<file path="config.mk">
export PLATFORM = sky130hd
export DESIGN_NAME = fnr_merge
export DESIGN_NICKNAME = d
export VERILOG_FILES = /design/src/rtl/fnr_pkg.sv /design/src/rtl/fnr_merge.sv
export SDC_FILE = /design/constraint.sdc
export NUM_CORES = 2
export LEC_CHECK = 0
export BUFFER_PORTS_ARGS = -buffer_cell sky130_fd_sc_hd__clkbuf_2
export CORE_ASPECT_RATIO = 1.25
export CORE_MARGIN = 8
export CORE_UTILIZATION = 25
export DETAILED_ROUTE_END_ITERATION = 10
export GPL_TIMING_DRIVEN = 0
export PLACE_DENSITY = 0.45
export RECOVER_POWER = 25
export SLEW_MARGIN = 20
export SYNTH_ARGS = -nofsm -noshare
export SYNTH_HDL_FRONTEND = slang
export SYNTH_SLANG_ARGS = --single-unit
</file>
<file path="constraint.sdc">
create_clock -name clock -period 10.2 [get_ports clock]
set_input_delay 1.53 -clock clock [delete_from_list [all_inputs] [get_ports clock]]
set_output_delay 1.53 -clock clock [all_outputs]
set_load 0.1 [all_outputs]
</file>
<file path="src/rtl/fnr_pkg.sv">
// Shared types, constants and the saturating add for the forcing
// normalization reduction. No dependencies.
package fnr_pkg;

   localparam int AccWidth     = 48;
   localparam int DataWidth    = 16;
   localparam int NumWidth     = 46;
   localparam int DivSteps     = NumWidth;
   localparam int DivCntWidth  = $clog2(DivSteps);
   localparam int Lanes        = 3;
   localparam int LaneIdxWidth = $clog2(Lanes);

   localparam logic signed [AccWidth-1:0] AccMax = {1'b0, {(AccWidth-1){1'b1}}};
   localparam logic signed [AccWidth-1:0] AccMin = {1'b1, {(AccWidth-1){1'b0}}};
   localparam logic [DataWidth-1:0] DensityTop = {DataWidth{1'b1}};

   typedef struct packed {
      logic [15:0]        density;
      logic signed [15:0] vel_x;
      logic signed [15:0] vel_y;
      logic signed [15:0] vel_z;
      logic signed [15:0] push_x;
      logic signed [15:0] push_y;
      logic signed [15:0] push_z;
      logic [15:0]        sound_speed_sq;
      logic               last_cell;
   } req_word_type;

   typedef struct packed {
      logic signed [47:0] sum_rho_v_f;
      logic [46:0]        sum_rho_f2;
      logic [46:0]        sum_rho_mach2;
      logic [46:0]        sum_mach2;
      logic [46:0]        sum_rho_v2;
      logic [46:0]        sum_v2;
      logic [46:0]        sum_rho2;
      logic [15:0]        min_density;
      logic [15:0]        max_density;
   } rsp_word_type;

   typedef struct packed {
      logic signed [AccWidth-1:0] rho_v_f;
      logic signed [AccWidth-1:0] rho_f2;
      logic signed [AccWidth-1:0] rho_mach2;
      logic signed [AccWidth-1:0] mach2;
      logic signed [AccWidth-1:0] rho_v2;
      logic signed [AccWidth-1:0] v2;
   } term_type;

   typedef struct packed {
      logic signed [AccWidth-1:0] rho_v_f;
      logic signed [AccWidth-1:0] rho_f2;
      logic signed [AccWidth-1:0] rho_mach2;
      logic signed [AccWidth-1:0] mach2;
      logic signed [AccWidth-1:0] rho_v2;
      logic signed [AccWidth-1:0] v2;
      logic signed [AccWidth-1:0] rho2;
      logic [DataWidth-1:0]       least;
      logic [DataWidth-1:0]       most;
   } acc_type;

   typedef struct packed {
      logic add_lane;
      logic add_cell;
      logic clear;
   } merge_ctl_type;

   function automatic logic signed [AccWidth-1:0] sat_add(
      input logic signed [AccWidth-1:0] a,
      input logic signed [AccWidth-1:0] b);
      logic signed [AccWidth:0] s;
      s = {a[AccWidth-1], a} + {b[AccWidth-1], b};
      if (s[AccWidth] != s[AccWidth-1]) begin
         sat_add = s[AccWidth] ? AccMin : AccMax;
      end else begin
         sat_add = s[AccWidth-1:0];
      end
   endfunction

endpackage

</file>
<file path="src/rtl/fnr_merge.sv">
// Merging stage: saturating accumulators and density min/max.
// Depends on fnr_pkg.
module fnr_merge (
   input  logic                    clock,
   input  logic                    reset,
   input  fnr_pkg::merge_ctl_type  ctl,
   input  fnr_pkg::term_type       term,
   input  logic [15:0]             density,
   output fnr_pkg::acc_type        acc
);

   fnr_pkg::acc_type acc_ff, acc_in;
   fnr_pkg::acc_type acc_clr;
   logic [31:0]      rho_sq;

   always_comb begin
      acc_clr       = '0;
      acc_clr.least = fnr_pkg::DensityTop;
      rho_sq = density * density;
      acc_in = acc_ff;
      if (ctl.clear) begin
         acc_in = acc_clr;
      end else if (ctl.add_lane) begin
         acc_in.rho_v_f   = fnr_pkg::sat_add(acc_ff.rho_v_f, term.rho_v_f);
         acc_in.rho_f2    = fnr_pkg::sat_add(acc_ff.rho_f2, term.rho_f2);
         acc_in.rho_mach2 = fnr_pkg::sat_add(acc_ff.rho_mach2, term.rho_mach2);
         acc_in.mach2     = fnr_pkg::sat_add(acc_ff.mach2, term.mach2);
         acc_in.rho_v2    = fnr_pkg::sat_add(acc_ff.rho_v2, term.rho_v2);
         acc_in.v2        = fnr_pkg::sat_add(acc_ff.v2, term.v2);
      end else if (ctl.add_cell) begin
         acc_in.rho2 = fnr_pkg::sat_add(acc_ff.rho2, fnr_pkg::AccWidth'(rho_sq));
         if (density < acc_ff.least) begin
            acc_in.least = density;
         end
         if (density > acc_ff.most) begin
            acc_in.most = density;
         end
      end
   end

   always_ff @(posedge clock) begin
      if (reset) begin
         acc_ff <= acc_clr;
      end else begin
         acc_ff <= acc_in;
      end
   end

   assign acc = acc_ff;

endmodule

</file>
# [Word level (Yosys, flattened, before mapping)]
# Index checks and enable logic that the tools add are counted.
[word_totals] regBits=368 in_bits=309 output_inout_bits=368 word_cells=45
[op_classes] addsub=7 n_mul=1 n_lt_le_gt_ge=2 n_eq_ne=7 n_mux=14 n_bitwise=1 reduce_logical=4
[op_table] op="48-bit 2-to-1 mux" count=14
[op_table] op="48-bit by 48-bit adder with 49-bit output" count=6
[op_table] op="48-bit by 33-bit adder with 49-bit output" count=1
[op_table] op="16-bit by 16-bit multiplier with 32-bit output" count=1
[op_table] op="16-bit greater-than comparator" count=1
[op_table] op="16-bit < comparator" count=1
[op_table] op="1-bit != test" count=7
[op_table] op="3-bit AND reduction" count=2
[op_table] op="2-bit AND reduction" count=1
[op_table] op="2-bit OR reduction" count=1
[op_table] op="1-bit inverter" count=1

# [Depth between registers and ports, before layout]
[depth] word_depth=4 ltp_mapped=42 depth_no_buf=39

# [Least setup slack after synthesis]
# No wires, ideal clock.
[synth_timing] kind="input-to-reg" from="in density[2]" to="reg acc_ff, in the netlist acc[57]" setup_ns=0.118 t_arrival_ns=9.629 required_ns=10.082 path_slack_ns=0.453 cell_stages=39 n_path_buf=4 path_cell_list="clkbuf_1 > clkbuf_1 > nand2_1 > fa_1 > fa_1 > inv_1 > ha_1 > inv_1 > fa_1 > inv_1 > fa_1 > inv_1 > fa_1 > inv_1 > ha_1 > a211oi_1 > inv_1 > o311ai_1 > [3 not listed] > a211oi_1 > nor2b_1 > o21a_1 > nor2_1 > xnor2_1 > ha_1 > and3_1 > a221o_1 > a21o_1 > a211o_1 > a21oi_1 > buf_4 > nor2_1 > a31oi_2 > nand2_2 > buf_2 > a21oi_1 > nor2_1"
[synth_via] elab_chain_cells=4 elab_cells_between_ends=5 cone_classes="1 x add/sub; 1 x mul; 1 x eq/ne; 2 x mux"
[synth_lines] element="start: declaration" line_no="fnr_merge.sv:8" rtl="input logic [15:0] density,"
[synth_lines] element="16-bit by 16-bit multiplier with 32-bit output *" line_no="fnr_merge.sv:19" rtl="rho_sq = density * density;"
[synth_lines] element="48-bit by 33-bit adder with 49-bit output *" line_no="fnr_pkg.sv:72" rtl="s = {a[AccWidth-1], a} + {b[AccWidth-1], b};"
[synth_lines] element="48-bit 2-to-1 mux / 1-bit != test (equally long branches)" line_no="fnr_pkg.sv:74, fnr_pkg.sv:73"
[synth_lines] element="48-bit 2-to-1 mux *" line_no="fnr_pkg.sv:73" rtl="if (s[AccWidth] != s[AccWidth-1]) begin"
[synth_lines] element="end signal: assignment" line_no="fnr_merge.sv:43" rtl="acc_ff <= acc_clr;"
[synth_lines] element="end signal: assignment" line_no="fnr_merge.sv:45" rtl="acc_ff <= acc_in;"
[synth_lines] element="end: declaration" line_no="fnr_merge.sv:12" rtl="fnr_pkg::acc_type acc_ff, acc_in;"
# Every way passes the cells marked *; elsewhere a longest branch is shown, timed or not.
# A chain may end at the register's enable or synchronous reset.

# [Worst setup path in the final report]
[layout_timing] from="in density[4]" to="reg acc_ff, in the netlist acc[49]"
# The elaborated chain is that of the path after synthesis.

==> impl_metrics.csv <==
group,metric,value,unit
sta,finalCriticalPeriod,9.70,ns
sta,rsz0062_at_grt,"no",
min_path,min_from,"acc[33]$_SDFFE_PP0P_",
critical_path,critPathLaunch,"density[4]",
floorplanning,core_area,160000,um2
clock_network,clk_pin_slew,0.06,ns
synth,synth.most_common_cell,"a21oi_1",
detailed_routing,first_iter_violations,2305,
placement,gp_congestion,0.966,
clock_network,clock_path_buffers,3,
finish,nNetsFinal,6687,
synth,synthTopCellsByCount,"a21oi_1, o21ai_0, ha_1",
critical_path,cp.arrival,10.24,ns
synth,netlist_area,40100,um2
floorplanning,die-area,174000,um2
synth,syn_area_per_cell,7.98,um2
critical_path,critical_path_required,10.74,ns
sta,drv_slew,0,
detailed_routing,num_vias,40100,
critical_path,slowest_delay,0.56,ns
synth,yosysWarnings,0,
critical_path,r2r-start,"acc[177]$_SDFFE_PP0P_",
min_path,worst_hold_path_type,"reg2reg",
sta,fin_skew,0.0483,ns
detailed_routing,drtAntennaViolNets,0,
finish,syn2layout_area_growth,20.0,%
floorplanning,die_height,464,um
run_status,status,"completed",
sta,setup_violations,0,
sta,hold_violations,0,
synth,synth-seq-cells,368,
global_routing,grt_max_degree,18,
synth,synth_top_area_cell,"dfxtp_1",
global_routing,antenna_found_initial,47,
detailed_routing,wl_per_cell,23.5,um
power,p_leak,22.3,nW
finish,largest_reg_flops,368,
global_routing,grt_overflow_total,0,
global_routing,grt_pass1_vias,40800,
global_routing,grtUsageTotal,20.5,%
placement,dpl-instance-area,46100,um2
finish,final_area,48200,um2
critical_path,path_class,"in2reg",
sta,tightest_slew,1.38,ns
critical_path,critical_path.slowest_cell,"fa_1",
synth,synth.top_cells.by_area,"dfxtp_1, ha_1, fa_1, a21oi_1, o21ai_0",
sta,slew_headroom,8.64,%
critical_path,cpMostUsedCell,"fa_1",
synth,synth_top_area_share,18.4,%
clock_network,clock_latency,0.68,ns
clock_network,cts_sinks,368,
clock_network,numCtsBuffers,51,
sta,whs,0.490,ns
critical_path,end_kind,"register",
clock_network,cts_root_buffer,"clkbuf_16",
detailed_routing,routed_wl,186000,um
finish,final_layout_size_suffix_gt1_share,14.4,%
floorplanning,die_w,374,um
detailed_routing,first_pass_iters,5,
synth,seq_area_frac_synth,18.4,%
synth,synth_flop_cell,"dfxtp_1",
synth,netlist_instances,5032,
detailed_routing,route.detailed.drc,0,
clock_network,hold_buffers,0,
clock_network,cts_tree,"yes",
power,powerDensity,259,nW/um2
critical_path,r2r_slack,5.39,ns
synth,ys_types,100,
clock_network,ctsHtreeMaxLevel,2,
critical_path,crit_path_max_fanout,10,
floorplanning,start_util,25.1,%
placement,dp_hpwl,156000,um
critical_path,worst_setup_path_start_kind,"input pin",
sta,max_freq,103,MHz
synth,synth-async-reset-ratio,0,%
floorplanning,io-pin-count,677,
floorplanning,std_cell_rows,164,
sta,period_share,95.1,%
global_routing,grt_pass1_wl,273000,um
power,ir_worst_vdd,0.393,mV
job,maxCapViolCount,0,
placement,io_buffers,675,
synth,synth_edf_count,0,
detailed_routing,vias_per_cell,5.07,
synth,synth_fp_nets,5959,
critical path: cells and delay by family:
family	cells	cell delay, ns
buf+inv	9	1.48
fa+ha+maj	8	3.44
compound gates	13	2.49
simple gates	9	1.28
cells in the final DEF (no fill, tap or decap), types with 41 or more instances in the layout:
cell type,instances
xor2_1,123
maj3_2,48
o21ai_0,455
a31oi_1,50
clkbuf_2,499
nand2_1,306
nand3_1,84
nor2_1,320
dfxtp_1,368
xnor2_1,200
a21o_1,234
clkbuf_16,51
maj3_1,119
ha_1,451
nor3_1,51
o21a_1,47
a21oi_1,588
a21oi_2,41
a211oi_1,42
nand2b_1,50
nand4_1,59
and2_1,61
inv_1,358
o21bai_1,54
clkbuf_1,370
fa_1,166
nor2b_1,54
kinds of logic after synthesis:
family	Yosys count	share of synthesized area [%]
adders and majority gates	785	26.7
muxes	30	0.751
and+or+nand+nor	1106	13.2
AOI/OAI and AO/OA	1786	27.7
xor gates and xnor gates	328	7.21
DFF	368	18.4
buffers and inverters	629	6.17
where the power goes:
| part | switching (W) | internal, W |
|---|---|---|
| registers | 0.000103 | 0.00153 |
| logic | 0.00548 | 0.00323 |
| clock network | 0.000831 | 0.00132 |
through the flow:
stage	std cells	TNS, ns	total power, W	setup WS (ns)	util, %
final	7902	0	0.0125	0.499	30.2
after floorplan	5032	0	0.00797	0.453	-
after detailed placement	7782	-79.69	0.0101	-2.08	28.9
after global routing	7881	0	0.0136	0.0180	30.1
after global placement	7782	-80.48	0.0101	-2.06	28.9
after CTS	7871	0	0.0124	0.0103	30.2
per-layer routing:
layer	vias to the layer above	routed length [um]	global-route usage [%]
met3	185	17900	7.77
met5	-	205	0
met2	1179	83900	33.5
met1	19200	80000	25.7
met4	32	3720	4.33
li1	19500	-	-
worst paths after layout:
path / cells past startpoint / to
max: 39 / acc[49]$_SDFFE_PP0P_
min: 2 / acc[33]$_SDFFE_PP0P_
max reg2reg: 15 / acc[191]$_SDFFE_PP0P_
min reg2reg: 2 / acc[33]$_SDFFE_PP0P_
layout make-up:
class / instances / area [um2]
Antenna cell: 26 / 65.1
Timing Repair Buffer: 683 / 3230
Multi-Input combinational cell: 4035 / 30400
Clock buffer: 63 / 1380
Fill cell: 17600 / 111000
Buffer: 262 / 1180
Sequential cell: 368 / 7370
Inverter: 359 / 1350
Tap cell: 2075 / 2600
Clock inverter: 31 / 577
what timing repair did:
item | in CTS | in global routing
resized for setup | 31 | 62
pin swaps | 0 | 3
buffers inserted | 2 | 6
endpoints found under the setup margin | 47 | 44
Power figures use the tool's default switching activity.
